--- src/sv/sfle_pkg.sv ---
//------------------------------------------------------------------------------
// sfle_pkg
// Types and constants shared by the serial frame link engine.
//------------------------------------------------------------------------------
`default_nettype none

package sfle_pkg;

  localparam logic [1:0] REQ_BYTE   = 2'd0;
  localparam logic [1:0] REQ_SUBMIT = 2'd1;
  localparam logic [1:0] REQ_TICK   = 2'd2;

  localparam logic CFG_ACK_TIMEOUT  = 1'b0;
  localparam logic CFG_MAX_ATTEMPTS = 1'b1;

  localparam logic [15:0] ACK_TIMEOUT_RST  = 16'd1000;
  localparam logic [2:0]  MAX_ATTEMPTS_RST = 3'd3;

  localparam logic [7:0] CODE_SOF  = 8'h01;
  localparam logic [7:0] CODE_ACK  = 8'h06;
  localparam logic [7:0] CODE_NACK = 8'h15;
  localparam logic [7:0] CODE_CAN  = 8'h18;

  localparam logic [7:0] KIND_REQUEST  = 8'h00;
  localparam logic [7:0] KIND_RESPONSE = 8'h01;

  localparam logic [7:0] CHECK_INIT      = 8'hFF;
  localparam logic [7:0] MIN_FRAME_LEN   = 8'd3;
  localparam logic [7:0] MIN_PAYLOAD_LEN = 8'd4;
  localparam logic [7:0] LEN_OVERHEAD    = 8'd2;
  localparam logic [7:0] ID_FIRST        = 8'd1;
  localparam logic [7:0] ID_LAST         = 8'hFF;

  typedef enum logic [2:0] {
    PH_IDLE,
    PH_LEN,
    PH_TYPE,
    PH_BODY,
    PH_CHECK
  } phase_t;

  typedef enum logic [3:0] {
    EV_BODY           = 4'd0,
    EV_RESP_DONE      = 4'd1,
    EV_RESP_AWAIT_CB  = 4'd2,
    EV_CB_DONE        = 4'd3,
    EV_UNSOLICITED    = 4'd4,
    EV_IGNORED        = 4'd5,
    EV_BAD_FRAME      = 4'd6,
    EV_ACK            = 4'd7,
    EV_RESEND         = 4'd8,
    EV_GIVEUP_NACK    = 4'd9,
    EV_GIVEUP_TIMEOUT = 4'd10,
    EV_CAN            = 4'd11,
    EV_ACCEPTED       = 4'd12,
    EV_BUSY           = 4'd13,
    EV_UNKNOWN        = 4'd14
  } ev_t;

  typedef struct packed {
    logic [1:0] req_type;
    logic [7:0] rx_byte;
    logic [7:0] req_function;
    logic       req_wants_callback;
  } item_t;

  typedef struct packed {
    ev_t        event_res;
    logic [7:0] data_byte;
    logic [7:0] position;
    logic       frame_is_response;
    logic [7:0] func_id;
  } res_t;

endpackage

`default_nettype wire

--- src/sv/sfle_in_stage.sv ---
//------------------------------------------------------------------------------
// sfle_in_stage
// Input register: holds one item until the core consumes it.
//------------------------------------------------------------------------------
`default_nettype none

module sfle_in_stage (
  input  wire logic           clk,
  input  wire logic           rst_n,
  input  wire logic           in_valid,
  output logic                in_stall,
  input  wire sfle_pkg::item_t in_item,
  input  wire logic           consume,
  output logic                item_valid,
  output sfle_pkg::item_t     item
);

  logic            valid_r;
  logic            valid_nxt;
  sfle_pkg::item_t item_r;

  assign in_stall   = valid_r && !consume;
  assign valid_nxt  = in_stall ? valid_r : in_valid;
  assign item_valid = valid_r;
  assign item       = item_r;

  always_ff @(posedge clk) begin
    if (!rst_n) begin
      valid_r <= 1'b0;
    end else begin
      valid_r <= valid_nxt;
    end
  end

  always_ff @(posedge clk) begin
    if (in_valid && !in_stall) begin
      item_r <= in_item;
    end
  end

endmodule

`default_nettype wire

--- src/sv/sfle_core.sv ---
//------------------------------------------------------------------------------
// sfle_core
// Frame parser, pending request tracking, ACK timer and retry control.
//------------------------------------------------------------------------------
`default_nettype none

module sfle_core (
  input  wire logic            clk,
  input  wire logic            rst_n,
  input  wire logic            cfg_we,
  input  wire logic            cfg_index,
  input  wire logic [15:0]     cfg_wdata,
  input  wire sfle_pkg::item_t item,
  input  wire logic            fire,
  output logic                 has_res,
  output sfle_pkg::res_t       res
);

  logic [15:0] timeout_r;
  logic [2:0]  max_att_r;

  sfle_pkg::phase_t phase_r, phase_nxt;
  logic [7:0]  len_r, len_nxt;
  logic [7:0]  left_r, left_nxt;
  logic [7:0]  chk_r, chk_nxt;
  logic [7:0]  kind_r, kind_nxt;
  logic [7:0]  func_r, func_nxt;
  logic [7:0]  first_r, first_nxt;
  logic        pv_r, pv_nxt;
  logic [7:0]  pfunc_r, pfunc_nxt;
  logic        pcb_r, pcb_nxt;
  logic [7:0]  pid_r, pid_nxt;
  logic [7:0]  next_id_r, next_id_nxt;
  logic [2:0]  att_r, att_nxt;
  logic        armed_r, armed_nxt;
  logic [15:0] count_r, count_nxt;

  logic [7:0] b;
  logic [7:0] pos;
  logic [3:0] n_att;
  logic       can_retry;
  logic       is_resp;
  logic       has_payload;
  logic       match;
  logic       is_cb;
  logic       do_launch;
  logic       launch_cb;

  assign b           = item.rx_byte;
  assign pos         = len_r - sfle_pkg::LEN_OVERHEAD - left_r;
  assign n_att       = {1'b0, att_r} + 4'd1;
  assign can_retry   = n_att < {1'b0, max_att_r};
  assign is_resp     = kind_r == sfle_pkg::KIND_RESPONSE;
  assign has_payload = len_r >= sfle_pkg::MIN_PAYLOAD_LEN;
  assign match       = pv_r && (pfunc_r == func_r);
  assign is_cb       = (kind_r == sfle_pkg::KIND_REQUEST) && pcb_r && has_payload &&
                       (pid_r == first_r);

  always_comb begin
    phase_nxt   = phase_r;
    len_nxt     = len_r;
    left_nxt    = left_r;
    chk_nxt     = chk_r;
    kind_nxt    = kind_r;
    func_nxt    = func_r;
    first_nxt   = first_r;
    pv_nxt      = pv_r;
    pfunc_nxt   = pfunc_r;
    pcb_nxt     = pcb_r;
    pid_nxt     = pid_r;
    next_id_nxt = next_id_r;
    att_nxt     = att_r;
    armed_nxt   = armed_r;
    count_nxt   = count_r;
    do_launch   = 1'b0;
    launch_cb   = pcb_r;
    has_res     = 1'b0;
    res.event_res         = sfle_pkg::EV_BODY;
    res.data_byte         = '0;
    res.position          = '0;
    res.frame_is_response = 1'b0;
    res.func_id           = '0;

    unique case (item.req_type)
      sfle_pkg::REQ_BYTE: begin
        has_res = 1'b1;
        unique case (phase_r)
          sfle_pkg::PH_LEN: begin
            chk_nxt = chk_r ^ b;
            len_nxt = b;
            if (b < sfle_pkg::MIN_FRAME_LEN) begin
              phase_nxt     = sfle_pkg::PH_IDLE;
              res.event_res = sfle_pkg::EV_BAD_FRAME;
            end else begin
              phase_nxt = sfle_pkg::PH_TYPE;
              has_res   = 1'b0;
            end
          end
          sfle_pkg::PH_TYPE: begin
            chk_nxt   = chk_r ^ b;
            kind_nxt  = b;
            left_nxt  = len_r - sfle_pkg::LEN_OVERHEAD;
            phase_nxt = sfle_pkg::PH_BODY;
            has_res   = 1'b0;
          end
          sfle_pkg::PH_BODY: begin
            if (pos == 8'd0) begin
              func_nxt = b;
            end else if (pos == 8'd1) begin
              first_nxt = b;
            end
            chk_nxt  = chk_r ^ b;
            left_nxt = left_r - 8'd1;
            if (left_r == 8'd1) begin
              phase_nxt = sfle_pkg::PH_CHECK;
            end
            res.event_res         = sfle_pkg::EV_BODY;
            res.data_byte         = b;
            res.position          = pos;
            res.frame_is_response = is_resp;
          end
          sfle_pkg::PH_CHECK: begin
            phase_nxt             = sfle_pkg::PH_IDLE;
            res.frame_is_response = is_resp;
            if (b != chk_r) begin
              res.event_res = sfle_pkg::EV_BAD_FRAME;
            end else if (match) begin
              if ((is_resp && !pcb_r) || is_cb) begin
                armed_nxt = 1'b0;
                att_nxt   = '0;
                pv_nxt    = 1'b0;
              end
              if (is_resp) begin
                res.event_res = pcb_r ? sfle_pkg::EV_RESP_AWAIT_CB : sfle_pkg::EV_RESP_DONE;
              end else if (is_cb) begin
                res.event_res = sfle_pkg::EV_CB_DONE;
              end else begin
                res.event_res = sfle_pkg::EV_IGNORED;
              end
            end else begin
              res.event_res = (kind_r == sfle_pkg::KIND_REQUEST) ?
                              sfle_pkg::EV_UNSOLICITED : sfle_pkg::EV_IGNORED;
            end
          end
          default: begin
            phase_nxt = sfle_pkg::PH_IDLE;
            priority if (b == sfle_pkg::CODE_SOF) begin
              chk_nxt   = sfle_pkg::CHECK_INIT;
              len_nxt   = '0;
              kind_nxt  = '0;
              func_nxt  = '0;
              first_nxt = '0;
              left_nxt  = '0;
              phase_nxt = sfle_pkg::PH_LEN;
              has_res   = 1'b0;
            end else if (b == sfle_pkg::CODE_ACK) begin
              armed_nxt     = 1'b0;
              att_nxt       = '0;
              res.event_res = sfle_pkg::EV_ACK;
            end else if (b == sfle_pkg::CODE_NACK) begin
              armed_nxt     = 1'b0;
              res.event_res = sfle_pkg::EV_IGNORED;
              if (pv_r) begin
                if (can_retry) begin
                  att_nxt       = n_att[2:0];
                  do_launch     = 1'b1;
                  res.event_res = sfle_pkg::EV_RESEND;
                end else begin
                  att_nxt       = '0;
                  pv_nxt        = 1'b0;
                  res.event_res = sfle_pkg::EV_GIVEUP_NACK;
                end
              end
            end else if (b == sfle_pkg::CODE_CAN) begin
              res.event_res = sfle_pkg::EV_CAN;
            end else begin
              res.event_res = sfle_pkg::EV_UNKNOWN;
            end
          end
        endcase
      end
      sfle_pkg::REQ_SUBMIT: begin
        has_res = 1'b1;
        if (pv_r) begin
          res.event_res = sfle_pkg::EV_BUSY;
        end else begin
          pv_nxt        = 1'b1;
          pfunc_nxt     = item.req_function;
          pcb_nxt       = item.req_wants_callback;
          pid_nxt       = '0;
          att_nxt       = '0;
          launch_cb     = item.req_wants_callback;
          do_launch     = 1'b1;
          res.event_res = sfle_pkg::EV_ACCEPTED;
        end
      end
      sfle_pkg::REQ_TICK: begin
        if (armed_r) begin
          if (count_r > 16'd1) begin
            count_nxt = count_r - 16'd1;
          end else begin
            armed_nxt = 1'b0;
            count_nxt = '0;
            if (pv_r) begin
              has_res = 1'b1;
              if (can_retry) begin
                att_nxt       = n_att[2:0];
                do_launch     = 1'b1;
                res.event_res = sfle_pkg::EV_RESEND;
              end else begin
                att_nxt       = '0;
                pv_nxt        = 1'b0;
                res.event_res = sfle_pkg::EV_GIVEUP_TIMEOUT;
              end
            end
          end
        end
      end
      default: begin
      end
    endcase

    if (do_launch) begin
      armed_nxt = 1'b1;
      count_nxt = timeout_r;
      if (launch_cb) begin
        res.func_id = next_id_r;
        pid_nxt     = next_id_r;
        next_id_nxt = (next_id_r == sfle_pkg::ID_LAST) ? sfle_pkg::ID_FIRST : next_id_r + 8'd1;
      end
    end
  end

  always_ff @(posedge clk) begin
    if (!rst_n) begin
      phase_r   <= sfle_pkg::PH_IDLE;
      len_r     <= '0;
      left_r    <= '0;
      chk_r     <= sfle_pkg::CHECK_INIT;
      kind_r    <= '0;
      func_r    <= '0;
      first_r   <= '0;
      pv_r      <= 1'b0;
      pfunc_r   <= '0;
      pcb_r     <= 1'b0;
      pid_r     <= '0;
      next_id_r <= sfle_pkg::ID_FIRST;
      att_r     <= '0;
      armed_r   <= 1'b0;
      count_r   <= '0;
    end else if (fire) begin
      phase_r   <= phase_nxt;
      len_r     <= len_nxt;
      left_r    <= left_nxt;
      chk_r     <= chk_nxt;
      kind_r    <= kind_nxt;
      func_r    <= func_nxt;
      first_r   <= first_nxt;
      pv_r      <= pv_nxt;
      pfunc_r   <= pfunc_nxt;
      pcb_r     <= pcb_nxt;
      pid_r     <= pid_nxt;
      next_id_r <= next_id_nxt;
      att_r     <= att_nxt;
      armed_r   <= armed_nxt;
      count_r   <= count_nxt;
    end
  end

  always_ff @(posedge clk) begin
    if (!rst_n) begin
      timeout_r <= sfle_pkg::ACK_TIMEOUT_RST;
      max_att_r <= sfle_pkg::MAX_ATTEMPTS_RST;
    end else if (cfg_we) begin
      unique case (cfg_index)
        sfle_pkg::CFG_ACK_TIMEOUT:  timeout_r <= cfg_wdata;
        sfle_pkg::CFG_MAX_ATTEMPTS: max_att_r <= cfg_wdata[2:0];
        default: begin
        end
      endcase
    end
  end

endmodule

`default_nettype wire

--- src/sv/sfle_out_stage.sv ---
//------------------------------------------------------------------------------
// sfle_out_stage
// Result register: holds one result until the receiver takes it.
//------------------------------------------------------------------------------
`default_nettype none

module sfle_out_stage (
  input  wire logic           clk,
  input  wire logic           rst_n,
  input  wire logic           load,
  input  wire sfle_pkg::res_t res,
  output logic                room,
  output logic                out_valid,
  input  wire logic           out_stall,
  output sfle_pkg::res_t      out_res
);

  logic           valid_r;
  logic           valid_nxt;
  sfle_pkg::res_t res_r;

  assign room      = !valid_r || !out_stall;
  assign valid_nxt = load ? 1'b1 : (valid_r && out_stall);
  assign out_valid = valid_r;
  assign out_res   = res_r;

  always_ff @(posedge clk) begin
    if (!rst_n) begin
      valid_r <= 1'b0;
    end else begin
      valid_r <= valid_nxt;
    end
  end

  always_ff @(posedge clk) begin
    if (load) begin
      res_r <= res;
    end
  end

endmodule

`default_nettype wire

--- src/sv/serial_frame_link_engine.sv ---
//------------------------------------------------------------------------------
// serial_frame_link_engine
// Host-side serial frame link: frame parsing, ACK/NACK/CAN handling,
// ACK timeout, retries and callback id assignment.
//------------------------------------------------------------------------------
//  port group  direction  handshake          payload
//  in_*        input      in_valid/in_stall  req_type, rx_byte, req_function,
//                                            req_wants_callback
//  out_*       output     out_valid/out_stall event_res, data_byte, position,
//                                            frame_is_response, func_id
//  cfg_*       input      cfg_we             cfg_index, cfg_wdata
//
//  One item per cycle sustained while the receiver takes results; a result
//  passes the input register, then the result register.
//  Each item updates the link state in the core logic between the registers.
//  Reset is synchronous; no sweep, the block is ready in the next cycle.
//  A stalled result holds its register; items that give no result keep moving.
//------------------------------------------------------------------------------
`default_nettype none

module serial_frame_link_engine (
  input  wire logic        clk,
  input  wire logic        rst_n,
  input  wire logic        in_valid,
  output logic             in_stall,
  input  wire logic [1:0]  in_req_type,
  input  wire logic [7:0]  in_rx_byte,
  input  wire logic [7:0]  in_req_function,
  input  wire logic        in_req_wants_callback,
  output logic             out_valid,
  input  wire logic        out_stall,
  output logic [3:0]       out_event_res,
  output logic [7:0]       out_data_byte,
  output logic [7:0]       out_position,
  output logic             out_frame_is_response,
  output logic [7:0]       out_func_id,
  input  wire logic        cfg_we,
  input  wire logic        cfg_index,
  input  wire logic [15:0] cfg_wdata
);

  sfle_pkg::item_t in_item;
  sfle_pkg::item_t item;
  sfle_pkg::res_t  res;
  sfle_pkg::res_t  out_res;
  logic            item_valid;
  logic            has_res;
  logic            room;
  logic            fire;

  assign in_item.req_type           = in_req_type;
  assign in_item.rx_byte            = in_rx_byte;
  assign in_item.req_function       = in_req_function;
  assign in_item.req_wants_callback = in_req_wants_callback;

  assign fire = item_valid && (!has_res || room);

  sfle_in_stage u_in (
    .clk        (clk),
    .rst_n      (rst_n),
    .in_valid   (in_valid),
    .in_stall   (in_stall),
    .in_item    (in_item),
    .consume    (fire),
    .item_valid (item_valid),
    .item       (item)
  );

  sfle_core u_core (
    .clk       (clk),
    .rst_n     (rst_n),
    .cfg_we    (cfg_we),
    .cfg_index (cfg_index),
    .cfg_wdata (cfg_wdata),
    .item      (item),
    .fire      (fire),
    .has_res   (has_res),
    .res       (res)
  );

  sfle_out_stage u_out (
    .clk       (clk),
    .rst_n     (rst_n),
    .load      (fire && has_res),
    .res       (res),
    .room      (room),
    .out_valid (out_valid),
    .out_stall (out_stall),
    .out_res   (out_res)
  );

  assign out_event_res         = out_res.event_res;
  assign out_data_byte         = out_res.data_byte;
  assign out_position          = out_res.position;
  assign out_frame_is_response = out_res.frame_is_response;
  assign out_func_id           = out_res.func_id;

  a_stall_needs_item: assert property (@(posedge clk) disable iff (!rst_n)
    in_stall |-> item_valid && has_res && !room)
    else $error("input stalled without a blocked result");

  a_rose_from_fire: assert property (@(posedge clk) disable iff (!rst_n)
    $rose(out_valid) |-> $past(fire && has_res))
    else $error("result appeared without a transfer from the core");

  a_body_fields: assert property (@(posedge clk) disable iff (!rst_n)
    out_valid && (out_event_res == sfle_pkg::EV_BODY) |-> out_func_id == 8'd0)
    else $error("body byte carries a function id");

  a_non_body_fields: assert property (@(posedge clk) disable iff (!rst_n)
    out_valid && (out_event_res != sfle_pkg::EV_BODY)
      |-> (out_data_byte == 8'd0) && (out_position == 8'd0))
    else $error("non-body result carries body data");

endmodule

`default_nettype wire

--- config.mk ---
export PLATFORM = sky130hd
export DESIGN_NAME = serial_frame_link_engine
export DESIGN_NICKNAME = d
export VERILOG_FILES = /design/src/sv/sfle_pkg.sv /design/src/sv/sfle_in_stage.sv /design/src/sv/sfle_core.sv /design/src/sv/sfle_out_stage.sv /design/src/sv/serial_frame_link_engine.sv
export SDC_FILE = /design/constraint.sdc
export NUM_CORES = 1
export LEC_CHECK = 0
export BUFFER_PORTS_ARGS = -buffer_cell sky130_fd_sc_hd__buf_2
export CORE_AREA = 2 2 146 105
export CTS_CLUSTER_SIZE = 20
export DETAILED_ROUTE_END_ITERATION = 7
export DIE_AREA = 0 0 148 107
export PLACE_DENSITY = 0.79
export REMOVE_ABC_BUFFERS = 1
export SLEW_MARGIN = 20
export SYNTH_ARGS = -nofsm -noshare
export SYNTH_HDL_FRONTEND = slang
export SYNTH_SLANG_ARGS = --single-unit
--- constraint.sdc ---
create_clock -name clk -period 4.1 [get_ports clk]
set_clock_uncertainty 0.1 [all_clocks]
set_input_delay 0.41 -clock clk [delete_from_list [all_inputs] [get_ports clk]]
set_output_delay 0.41 -clock clk [all_outputs]
set_load 0.01 [all_outputs]
==> PnR_summary.wiki, run 1 <==
{| class="wikitable"
! Metric !! Value
|-
| Maximum buffer depth of the clock tree || 2
|-
| Number of levels in the clock H-tree || 4
|-
| Post-synth top cells || 118 x sky130_fd_sc_hd__dfxtp_1, 110 x sky130_fd_sc_hd__nand2_1, 89 x sky130_fd_sc_hd__nor2_1, 55 x sky130_fd_sc_hd__a21oi_1, 48 x sky130_fd_sc_hd__edfxtp_1
|-
| First element of the critical path || u_core.len_r[1]$_SDFFE_PN0P_
|-
| Endpoint of the most critical register-to-register path || u_core.first_r[6]$_SDFFE_PN0P_
|-
| Layout Cells excl Fill || 1203
|-
| Reg2Reg Depth || 12
|-
| Pre-Repair DR Iteration Count || 7
|-
| Largest net degree at the start of global routing || 57
|-
| Sequential fraction of the synthesis area || 0.445
|-
| Cell with the most instances after synthesis || sky130_fd_sc_hd__dfxtp_1
|-
| Worst Hold End || u_in.item[11]$_DFFE_PP_
|-
| GRT Total Usage || 0.260
|-
| Number of synthesized flops with an enable pin || 48
|-
| Nets || 1058
|-
| CTS clk-pin slew, worst paths || 0.07 ns
|-
| Final Hold Slack || 0.0525 ns
|-
| Via-to-Cell Ratio || 5.95
|-
| Data arrival time of the worst path || 4.00 ns
|-
| Area grow syn2layout || 12.9%
|-
| Setup repair after global routing missed its margin || no
|-
| Clock latency on the worst-skew pair || 0.43 ns
|-
| Share of post-route cells with drive strength above 1 || 0.160
|-
| Number of rows in the core area || 37
|-
| Overflow left after global routing || 0
|-
| Number of violations reported at the end of detailed-routing iteration 0 || 647
|-
| Pre-CTS worst setup slack || between 0.4 and 0.5 ns
|-
| Post-cts repair resize count || 0
|-
| PwrDens || 384 nW/µm²
|-
| Synth warnings || 0
|-
| Placed inst area || 9030 µm²
|-
| Total Power || 3.71 mW
|-
| X dimension of the die || 148 µm
|-
| CP max-delay cell || sky130_fd_sc_hd__a211oi_1
|-
| CP endpoint kind || register
|-
| Number of endpoints with negative hold slack in the final report || 0
|-
| Ports || 72
|-
| Average instance area after synthesis || 9.13 µm²
|-
| Inserted Clock Buffers || 17
|-
| Post-Synthesis Cell Area || 8550 µm²
|-
| Number of remaining DRC errors || 0
|-
| Setup-violating endpoint count in the final report || 0
|-
| First-pass GRT wire length || 32900 µm
|-
| R2R Path Start || u_core.len_r[1]$_SDFFE_PN0P_
|-
| Average wire length per cell after detail routing || 16.7 µm
|-
| Fmax || between 200 and 300 MHz
|-
| Register-to-register setup slack || 0.37 ns
|-
| Cells after DPL || 1171
|-
| Number of distinct library cells after synthesis || 84
|-
| Number of buffers added for setup after CTS || 0
|-
| Detailed Route WL || between 20000 and 25000 µm
|-
| Final RePlAce weighted congestion || 0.931
|-
| Floorplan die area || ~16000 µm²
|-
| HPWL Detailed || between 10000 and 15000 µm
|-
| Proportion of netlist area held by the largest area contributor || 0.276
|-
| Largest stage delay on the critical path || 0.49 ns
|-
| Starting utilization of the core area || 0.592
|-
| Antenna-violating nets left || 0
|-
| Kind of start point of the critical path || register
|-
| Static leakage || approximately 3.8 nW
|-
| Final instance area || 9660 µm²
|-
| Fill cell count || 1187
|-
| Flop and latch count out of synthesis || 166
|-
| Actual slew at the worst max-slew pin || 1.12 ns
|-
| Final number of max-transition violations || 0
|-
| DIE HEIGHT || ~110 µm
|-
| Worst slew margin relative to its limit || 0.250
|-
| Ordered list of cells on the worst path || inv_1, ha_1, inv_1, ha_1, o21a_1, o31a_1, o2111a_1, or3_1, a211oi_1, nand3_1, nor3_2, a22o_1
|-
| Max-cap viol count || 0
|-
| Crit path required time || 4.36 ns
|-
| Cell accounting for the most synthesized area || sky130_fd_sc_hd__dfxtp_1
|-
| Setup slack after layout || approximately 0.37 ns
|-
| Async set-reset flop share out of synthesis || 0
|-
| Flip-flop cell with the highest count after synthesis || sky130_fd_sc_hd__dfxtp_1
|-
| Number of global-route vias before repair || 6444
|-
| Area of the placeable core || 14400 µm²
|-
| Crit path kind || reg -> reg
|-
| Number of vias after detailed routing || 7155
|-
| Cell depth of the worst min-delay path || 1
|-
| Largest vdd supply drop || ~0.26 mV
|-
| Leading cell types by total area after synthesis || sky130_fd_sc_hd__dfxtp_1 28%, sky130_fd_sc_hd__edfxtp_1 17%, sky130_fd_sc_hd__nand2_1 4.8%
|-
| Hold Startpoint || in_rx_byte[2]
|-
| Layout Utilization || 0.669
|-
| Time the final worst path needs with I/O delays and setup || 3.73 ns
|-
| Antenna cells || 0
|-
| Status || complete, no violations
|-
| # port buffers || between 70 and 80
|-
| Post-CTS Hold Fix Bufs || 0
|-
| Total Negative Setup Slacks || 0 ns
|-
| CTS tree || built
|-
| Clock tree root buffer cell || sky130_fd_sc_hd__clkbuf_16
|-
| Largest fanout of any net on the critical path || 8
|-
| Initial antenna violation count || 0
|-
| Type of the worst min-delay path || in -> reg
|-
| Fraction of the cycle the final worst path needs || 0.910
|-
| Count of mapped cells out of synthesis || 937
|-
| TritonCTS Sinks || 166
|}
-- cell families (layout without fill, tap and decap cells) --
logic type / Yosys count / after routing / synth area share
AO/OA/AOI/OAI: 219 / 219 / 0.177
XOR/XNOR: 51 / 51 / 0.0538
adder cells (fa/ha/maj): 23 / 23 / 0.0342
buffers and inverters: 83 / 154 / 0.0459
flip-flops: 166 / 166 / 0.445
multiplexers: 13 / 13 / 0.0155
AND/OR/NAND/NOR: 382 / 382 / 0.228
-- how the worst max path moves through the flow --
stage | cells past startpoint | slack [ns] | to
4_1_cts | 12 | 0.39 | u_core.first_r[6]$_SDFFE_PN0P_
2_1_floorplan | 9 | 0.68 | u_core.count_r[13]$_SDFFE_PN0P_
3_3_place_gp | 12 | 0.63 | u_core.first_r[0]$_SDFFE_PN0P_
5_1_grt | 11 | 0.13 | u_core.first_r[4]$_SDFFE_PN0P_
6_report | 12 | 0.37 | u_core.first_r[6]$_SDFFE_PN0P_
3_5_place_dp | 12 | 0.46 | u_core.first_r[2]$_SDFFE_PN0P_
-- layout by cell type, fill, tap and decap left out, types with 4 or more instances in the layout --
master	Yosys	layout
sky130_fd_sc_hd__nor3_1	29	29
sky130_fd_sc_hd__nand3_1	36	36
sky130_fd_sc_hd__o21a_1	12	12
sky130_fd_sc_hd__clkbuf_16	0	18
sky130_fd_sc_hd__buf_2	8	71
sky130_fd_sc_hd__xor2_1	25	25
sky130_fd_sc_hd__mux2i_1	11	11
sky130_fd_sc_hd__o31ai_1	4	4
sky130_fd_sc_hd__o311a_1	4	4
sky130_fd_sc_hd__and3_1	15	15
sky130_fd_sc_hd__or3_1	15	15
sky130_fd_sc_hd__ha_1	21	21
sky130_fd_sc_hd__a21oi_1	55	55
sky130_fd_sc_hd__dfxtp_1	118	118
sky130_fd_sc_hd__buf_4	7	21
sky130_fd_sc_hd__inv_6	0	4
sky130_fd_sc_hd__a22oi_1	12	12
sky130_fd_sc_hd__and2_1	6	6
sky130_fd_sc_hd__nor2_1	89	89
sky130_fd_sc_hd__a21o_1	9	9
sky130_fd_sc_hd__xnor2_1	25	25
sky130_fd_sc_hd__or4_1	4	4
sky130_fd_sc_hd__a211oi_1	13	13
sky130_fd_sc_hd__nor2b_1	16	14
sky130_fd_sc_hd__o21ai_0	36	36
sky130_fd_sc_hd__edfxtp_1	48	48
sky130_fd_sc_hd__nand2_1	110	110
sky130_fd_sc_hd__inv_1	30	29
sky130_fd_sc_hd__o21ai_1	11	11
sky130_fd_sc_hd__a211oi_2	4	4
sky130_fd_sc_hd__a22o_1	19	19
sky130_fd_sc_hd__nor4_1	11	11
sky130_fd_sc_hd__nand2b_1	6	6
sky130_fd_sc_hd__nand4_1	16	16
-- state kept, by name, indices dropped and copies added, names as in the netlist, 3 cells and up --
name and cells:
u_out.out_res 29, u_in.item 19, u_core.count_r 16, u_core.timeout_r 16, u_core.chk_r 8, u_core.first_r 8
u_core.func_r 8, u_core.kind_r 8, u_core.left_r 8, u_core.len_r 8, u_core.next_id_r 8, u_core.pfunc_r 8
u_core.pid_r 8, u_core.att_r 3, u_core.max_att_r 3, u_core.phase_r 3
-- power by group --
group,internal [mW],switching (mW),leakage [nW],total [mW]
Clock,0.971,0.703,0.306,1.67
Sequential,1.72,0.0287,1.44,1.75
Combinational,0.107,0.180,2.05,0.287
-- layer usage --
layer	vias to the layer above	wire length [µm]	GRT usage
li1	3500	-	-
met1	3382	9650	0.401
met2	255	8500	0.374
met3	18	1680	0.0447
met4	0	204	0.0714
met5	-	0	0
-- area by class of cell --
class,instances,area [µm²],area share
inverters,30,113,0.0117
multi-input cells,688,4360,0.452
clock inverters,13,156,0.0162
clock buffers,19,464,0.0481
flip-flops and latches,166,3800,0.394
well taps,195,244,0.0253
repair buffers,92,513,0.0531
-- critical path: cells and delay by family (launching register included) --
family | cells | cell delay, ns
flops | 1 | 0.39
buf+inv | 2 | 0.18
simple gates | 3 | 1.04
compound gates | 5 | 1.32
fa+ha+maj | 2 | 0.66
Note: power is estimated with default switching activity, not from simulation.
==> run 2: changes to the inputs <==
Settings changed: CTS_BUF_LIST set to sky130_fd_sc_hd__clkbuf_16, SLEW_MARGIN 20 to 25.
==> run 2 against run 1 <==
  * Count of clock-buffer cells in the layout shrank 1
  * Worst setup slack better by 0.068 ns
  * Fmax increased by 1.8%
  * Clock power about the same
  * Wire length rose by 0.31%
  * Highest routed layer unchanged
  * Register-to-register slack improved by 0.07 ns
  * Hold slack got worse by 0.0013 ns
==> PnR_summary.wiki, run 2 (same netlist as run 1, synthesis figures left out) <==
{| class="wikitable"
! Metric !! Value
|-
| Area grow syn2layout || 12.8% (was 12.9%)
|-
| Floorplan die area || 15800 µm² (unchanged)
|-
| Average wire length per cell after detail routing || 16.7 µm (about the same)
|-
| Starting utilization of the core area || 0.592 (unchanged)
|-
| Inserted Clock Buffers || 17 (unchanged)
|-
| Power share of the sequential group || 0.474 (was 0.471)
|-
| Type of the worst min-delay path || in -> reg (unchanged)
|-
| Pre-CTS worst setup slack || 0.458 ns (unchanged)
|-
| Detailed Route WL || 20100 µm (was 20000 µm)
|-
| Pre-Repair DR Iteration Count || 7 (unchanged)
|-
| Crit path kind || reg -> reg (unchanged)
|-
| Antenna cells || 0 (unchanged)
|-
| DIE HEIGHT || 107 µm (unchanged)
|-
| Switching portion of total power || 0.247 (was 0.246)
|-
| Kind of start point of the critical path || register (unchanged)
|-
| HPWL Detailed || 14100 µm (unchanged)
|-
| Number of rows in the core area || 37 (unchanged)
|-
| Number of global-route vias before repair || 6443 (was 6444)
|-
| Largest fanout of any net on the critical path || 8 (unchanged)
|-
| Register-to-register setup slack || 0.44 ns (was 0.37 ns)
|-
| Flip-flop count of the largest register after layout || 29 (unchanged)
|-
| Number of remaining DRC errors || 0 (unchanged)
|-
| Layout Cells excl Fill || 1203 (unchanged)
|-
| Number of endpoints with negative hold slack in the final report || 0 (unchanged)
|-
| Nets || 1058 (unchanged)
|-
| CP endpoint kind || register (unchanged)
|-
| Data arrival time of the worst path || 3.93 ns (was 4.00 ns)
|-
| Maximum buffer depth of the clock tree || 2 (unchanged)
|-
| Via-to-Cell Ratio || 5.95 (about the same)
|-
| Setup slack after layout || 0.435 ns (was 0.368 ns)
|-
| Overflow left after global routing || 0 (unchanged)
|-
| Final number of max-transition violations || 0 (unchanged)
|-
| Worst slew margin relative to its limit || 0.451 (was 0.250)
|-
| Number of buffers added for setup after CTS || 0 (unchanged)
|-
| # port buffers || 71 (unchanged)
|-
| Number of violations reported at the end of detailed-routing iteration 0 || 666 (was 647)
|-
| Post-CTS Hold Fix Bufs || 0 (unchanged)
|-
| Clock tree root buffer cell || sky130_fd_sc_hd__clkbuf_16 (unchanged)
|-
| Largest vdd supply drop || 0.265 mV (was 0.263 mV)
|-
| Time the final worst path needs with I/O delays and setup || 3.66 ns (was 3.73 ns)
|-
| Commonest non-fill, non-tap cells in the layout || 118 x sky130_fd_sc_hd__dfxtp_1, 110 x sky130_fd_sc_hd__nand2_1, 88 x sky130_fd_sc_hd__nor2_1 (was 118 x sky130_fd_sc_hd__dfxtp_1, 110 x sky130_fd_sc_hd__nand2_1, 89 x sky130_fd_sc_hd__nor2_1)
|-
| Comb power frac || 0.078 (was 0.077)
|-
| Fmax || 273 MHz (was 268 MHz)
|-
| Final Hold Slack || 0.0512 ns (was 0.0525 ns)
|-
| First-pass GRT wire length || 32900 µm (unchanged)
|-
| Static leakage || 3.79 nW (was 3.80 nW)
|-
| Largest net degree at the start of global routing || 57 (unchanged)
|-
| PwrDens || 382 nW/µm² (was 384 nW/µm²)
|-
| Clock share of power || 0.448 (was 0.451)
|-
| Number of vias after detailed routing || 7160 (was 7155)
|-
| Ports || 72 (unchanged)
|-
| Share of post-route cells with drive strength above 1 || 0.161 (was 0.160)
|-
| GRT Total Usage || 0.261 (was 0.260)
|-
| Area of the placeable core || 14400 µm² (unchanged)
|-
| Actual slew at the worst max-slew pin || 0.817 ns (was 1.12 ns)
|-
| TritonCTS Sinks || 166 (unchanged)
|-
| Fraction of the cycle the final worst path needs || 0.894 (was 0.910)
|-
| Max-cap viol count || 0 (unchanged)
|-
| Crit path required time || 4.37 ns (was 4.36 ns)
|-
| Most common cell after layout, fill and taps aside || sky130_fd_sc_hd__dfxtp_1 (unchanged)
|-
| Fill cell count || 1188 (was 1187)
|-
| Setup-violating endpoint count in the final report || 0 (unchanged)
|-
| CTS tree || built (unchanged)
|-
| Setup repair after global routing missed its margin || no (unchanged)
|-
| Cells after DPL || 1171 (unchanged)
|-
| Post-cts repair resize count || 0 (unchanged)
|-
| Antenna-violating nets left || 0 (unchanged)
|-
| CTS clk-pin slew, worst paths || 0.07 ns (about the same)
|-
| Final RePlAce weighted congestion || 0.931 (unchanged)
|-
| X dimension of the die || 148 µm (unchanged)
|-
| Total Negative Setup Slacks || 0 ns (unchanged)
|-
| Cell internal pwr || 2.78 mW (was 2.80 mW)
|-
| Number of levels in the clock H-tree || 4 (unchanged)
|-
| Switching power || 0.911 mW (about the same)
|-
| Clock latency on the worst-skew pair || 0.43 ns (about the same)
|-
| Status || complete, no violations (unchanged)
|-
| Initial antenna violation count || 0 (unchanged)
|}
## run 2: cell type report
cell class              instances  area (µm²)  share of cell area
multi-input cells             688        4370               0.452
flip-flops and latches        166        3800               0.394
repair buffers                 92         513              0.0532
clock buffers                  18         450              0.0467
well taps                     195         244              0.0253
clock inverters                14         160              0.0166
inverters                      30         113              0.0117
## run 2: power by group through the flow
stage	logic (mW)	registers, mW	clock network [mW]
floorplan	0.169	1.78	0
global placement	0.274	1.78	0
detailed placement	0.280	1.78	0
CTS	0.283	1.75	1.67
global route	0.317	1.75	1.75
finish	0.288	1.75	1.65
## run 2: worst paths after layout
kind                                           from                                 to  cells past startpoint
setup / recovery       u_core.len_r[1]$_SDFFE_PN0P_     u_core.first_r[0]$_SDFFE_PN0P_                     12
hold / removal                        in_rx_byte[2]            u_in.item[11]$_DFFE_PP_                      1
setup reg to reg       u_core.len_r[1]$_SDFFE_PN0P_     u_core.first_r[0]$_SDFFE_PN0P_                     12
hold reg to reg   u_core.timeout_r[15]$_SDFFE_PN0P_  u_core.timeout_r[15]$_SDFFE_PN0P_                      2
## run 2: worst max-delay path, cell delays in order (launching register included)
cell	delay, ns
sky130_fd_sc_hd__dfxtp_1	0.39
sky130_fd_sc_hd__inv_1	0.11
sky130_fd_sc_hd__ha_1	0.30
sky130_fd_sc_hd__inv_1	0.06
sky130_fd_sc_hd__ha_1	0.36
sky130_fd_sc_hd__o21a_1	0.21
sky130_fd_sc_hd__o31a_1	0.15
sky130_fd_sc_hd__o2111a_1	0.26
sky130_fd_sc_hd__or3_1	0.38
sky130_fd_sc_hd__a211oi_1	0.48
sky130_fd_sc_hd__nand3_1	0.20
sky130_fd_sc_hd__nor3_2	0.42
sky130_fd_sc_hd__a22o_1	0.20
## run 2: per-layer routing
metal	track usage	vias up	wire (µm)
met2	0.374	260	8520
met4	0.0714	0	212
met1	0.402	3383	9730
li1	-	3497	-
met5	0	-	0
met3	0.0451	20	1630
## run 2: through the flow
stage	power, mW	utilization	instance area, µm²
final	3.69	0.668	9650
after global routing	3.82	0.668	9650
after CTS	3.69	0.668	9640
after detailed placement	2.06	0.625	9030
after global placement	2.06	0.625	9030
after floorplan	1.95	-	8270
==> run 3: changes to the inputs <==
Settings changed: PLACE_DENSITY 0.79 to 0.85.
==> run 3 against run 2 <==
  * Hold slack gained 0.0025 ns
  * Critical path type unchanged
  * Combinational power is essentially flat
  * Highest routed layer unchanged
  * Core utilization is essentially flat
  * Power shrank 0.70%
  * Via count grew 1.9%
==> PnR_summary.wiki, run 3 (same netlist as run 1, synthesis figures left out) <==
{| class="wikitable"
! Metric !! Value
|-
| Final RePlAce weighted congestion || 0.982 (was 0.931)
|-
| GRT Total Usage || 0.264 (was 0.261)
|-
| Static leakage || 3.79 nW (about the same)
|-
| Time the final worst path needs with I/O delays and setup || 3.60 ns (was 3.66 ns)
|-
| X dimension of the die || 148 µm (unchanged)
|-
| Maximum buffer depth of the clock tree || 2 (unchanged)
|-
| Number of global-route vias before repair || 6675 (was 6443)
|-
| TritonCTS Sinks || 166 (unchanged)
|-
| Final Hold Slack || 0.0538 ns (was 0.0512 ns)
|-
| Inserted Clock Buffers || 17 (unchanged)
|-
| Number of endpoints with negative hold slack in the final report || 0 (unchanged)
|-
| CP endpoint kind || register (unchanged)
|-
| Setup repair after global routing missed its margin || no (unchanged)
|-
| Share of post-route cells with drive strength above 1 || 0.161 (unchanged)
|-
| Crit path kind || reg -> reg (unchanged)
|-
| Crit path required time || 4.37 ns (about the same)
|-
| Fmax || 278 MHz (was 273 MHz)
|-
| R2R Path Start || u_core.len_r[1]$_SDFFE_PN0P_ (unchanged)
|-
| Number of rows in the core area || 37 (unchanged)
|-
| Number of remaining DRC errors || 0 (unchanged)
|-
| Post-CTS Hold Fix Bufs || 0 (unchanged)
|-
| Detailed Route WL || 20400 µm (was 20100 µm)
|-
| Actual slew at the worst max-slew pin || 0.801 ns (was 0.817 ns)
|-
| Average wire length per cell after detail routing || 17.0 µm (was 16.7 µm)
|-
| Cells after DPL || 1171 (unchanged)
|-
| HPWL Detailed || 14000 µm (was 14100 µm)
|-
| Hold Startpoint || in_rx_byte[2] (unchanged)
|-
| Max-cap viol count || 0 (unchanged)
|-
| Layout Utilization || 0.668 (about the same)
|-
| Total Negative Setup Slacks || 0 ns (unchanged)
|-
| Largest fanout of any net on the critical path || 8 (unchanged)
|-
| Flip-flop count of the largest register after layout || 29 (unchanged)
|-
| Number of vias after detailed routing || 7296 (was 7160)
|-
| Clock latency on the worst-skew pair || 0.43 ns (about the same)
|-
| Setup-violating endpoint count in the final report || 0 (unchanged)
|-
| Number of buffers added for setup after CTS || 0 (unchanged)
|-
| Largest net degree at the start of global routing || 57 (unchanged)
|-
| Most common cell after layout, fill and taps aside || sky130_fd_sc_hd__dfxtp_1 (unchanged)
|-
| Antenna cells || 0 (unchanged)
|-
| Via-to-Cell Ratio || 6.06 (was 5.95)
|-
| DIE HEIGHT || 107 µm (unchanged)
|-
| Nets || 1058 (unchanged)
|-
| Data arrival time of the worst path || 3.87 ns (was 3.93 ns)
|-
| # port buffers || 71 (unchanged)
|-
| Worst slew margin relative to its limit || 0.462 (was 0.451)
|-
| Pre-Repair DR Iteration Count || 5 (was 7)
|-
| Final number of max-transition violations || 0 (unchanged)
|-
| PwrDens || 380 nW/µm² (was 382 nW/µm²)
|-
| First-pass GRT wire length || 33800 µm (was 32900 µm)
|-
| Floorplan die area || 15800 µm² (unchanged)
|-
| Clock tree root buffer cell || sky130_fd_sc_hd__clkbuf_16 (unchanged)
|-
| Fraction of the cycle the final worst path needs || 0.878 (was 0.894)
|-
| Overflow left after global routing || 0 (unchanged)
|-
| Commonest non-fill, non-tap cells in the layout || 118 x sky130_fd_sc_hd__dfxtp_1, 110 x sky130_fd_sc_hd__nand2_1, 88 x sky130_fd_sc_hd__nor2_1 (unchanged)
|-
| Layout Cells excl Fill || 1203 (unchanged)
|-
| Status || complete, no violations (unchanged)
|-
| Largest vdd supply drop || 0.306 mV (was 0.265 mV)
|-
| CTS tree || built (unchanged)
|-
| Number of violations reported at the end of detailed-routing iteration 0 || 771 (was 666)
|-
| Area grow syn2layout || 12.8% (about the same)
|-
| Post-cts repair resize count || 0 (unchanged)
|-
| Number of levels in the clock H-tree || 4 (unchanged)
|-
| Ports || 72 (unchanged)
|-
| CTS clk-pin slew, worst paths || 0.07 ns (about the same)
|-
| Initial antenna violation count || 0 (unchanged)
|-
| Kind of start point of the critical path || register (unchanged)
|-
| Area of the placeable core || 14400 µm² (unchanged)
|-
| Type of the worst min-delay path || in -> reg (unchanged)
|-
| First element of the critical path || u_core.len_r[1]$_SDFFE_PN0P_ (unchanged)
|-
| Antenna-violating nets left || 0 (unchanged)
|-
| Starting utilization of the core area || 0.592 (unchanged)
|}
run 3: changes by cell type in the layout (fill, tap and decap cells not counted):
cell	previous run	this run
sky130_fd_sc_hd__clkinvlp_4	1	2
sky130_fd_sc_hd__clkbuf_16	18	19
sky130_fd_sc_hd__clkinv_2	1	2
sky130_fd_sc_hd__inv_2	2	1
sky130_fd_sc_hd__inv_4	1	0
sky130_fd_sc_hd__bufinv_16	2	1
run 3: area by class of cell:
class	count	area, µm²
well taps	195	244
clock buffers	19	475
clock inverters	13	133
multi-input cells	688	4370
inverters	30	113
repair buffers	92	513
fillers	1173	4800
flip-flops and latches	166	3800
run 3: worst paths after layout:
path / endpoint / slack, ns / cells past startpoint
setup / recovery: u_core.first_r[6]$_SDFFE_PN0P_ / 0.50 / 12
hold / removal: u_in.item[11]$_DFFE_PP_ / 0.05 / 1
setup reg to reg: u_core.first_r[6]$_SDFFE_PN0P_ / 0.50 / 12
hold reg to reg: u_core.timeout_r[12]$_SDFFE_PN0P_ / 0.36 / 2
run 3: critical path: stages (launching register included):
cell                       delay [ns]
sky130_fd_sc_hd__dfxtp_1         0.38
sky130_fd_sc_hd__inv_1           0.10
sky130_fd_sc_hd__ha_1            0.29
sky130_fd_sc_hd__inv_1           0.06
sky130_fd_sc_hd__ha_1            0.36
sky130_fd_sc_hd__o21a_1          0.21
sky130_fd_sc_hd__o31a_1          0.15
sky130_fd_sc_hd__o2111a_1        0.26
sky130_fd_sc_hd__or3_1           0.39
sky130_fd_sc_hd__a211oi_1        0.43
sky130_fd_sc_hd__nand3_1         0.18
sky130_fd_sc_hd__nor3_2          0.41
sky130_fd_sc_hd__a22o_1          0.22
run 3: routing by layer:
layer | wire (µm) | GRT usage | vias up
met5 | 0 | 0 | -
met4 | 269 | 0.0728 | 0
met3 | 2030 | 0.0668 | 35
met2 | 8680 | 0.393 | 348
met1 | 9440 | 0.382 | 3412
li1 | - | - | 3501
run 3: power breakdown:
| group | switching [mW] | total [mW] | internal (mW) |
|---|---|---|---|
| Sequential | 0.0265 | 1.75 | 1.72 |
| Combinational | 0.180 | 0.287 | 0.107 |
| Clock | 0.703 | 1.63 | 0.928 |
| Total | 0.910 | 3.66 | 2.75 |
run 3: metrics by stage:
step	area (µm²)	total power [mW]	setup slack, ns
after floorplan	8270	1.95	0.676
after global placement	9030	2.05	0.717
after detailed placement	9030	2.06	0.629
after CTS	9640	3.67	0.574
after global routing	9650	3.79	0.236
final	9650	3.66	0.502
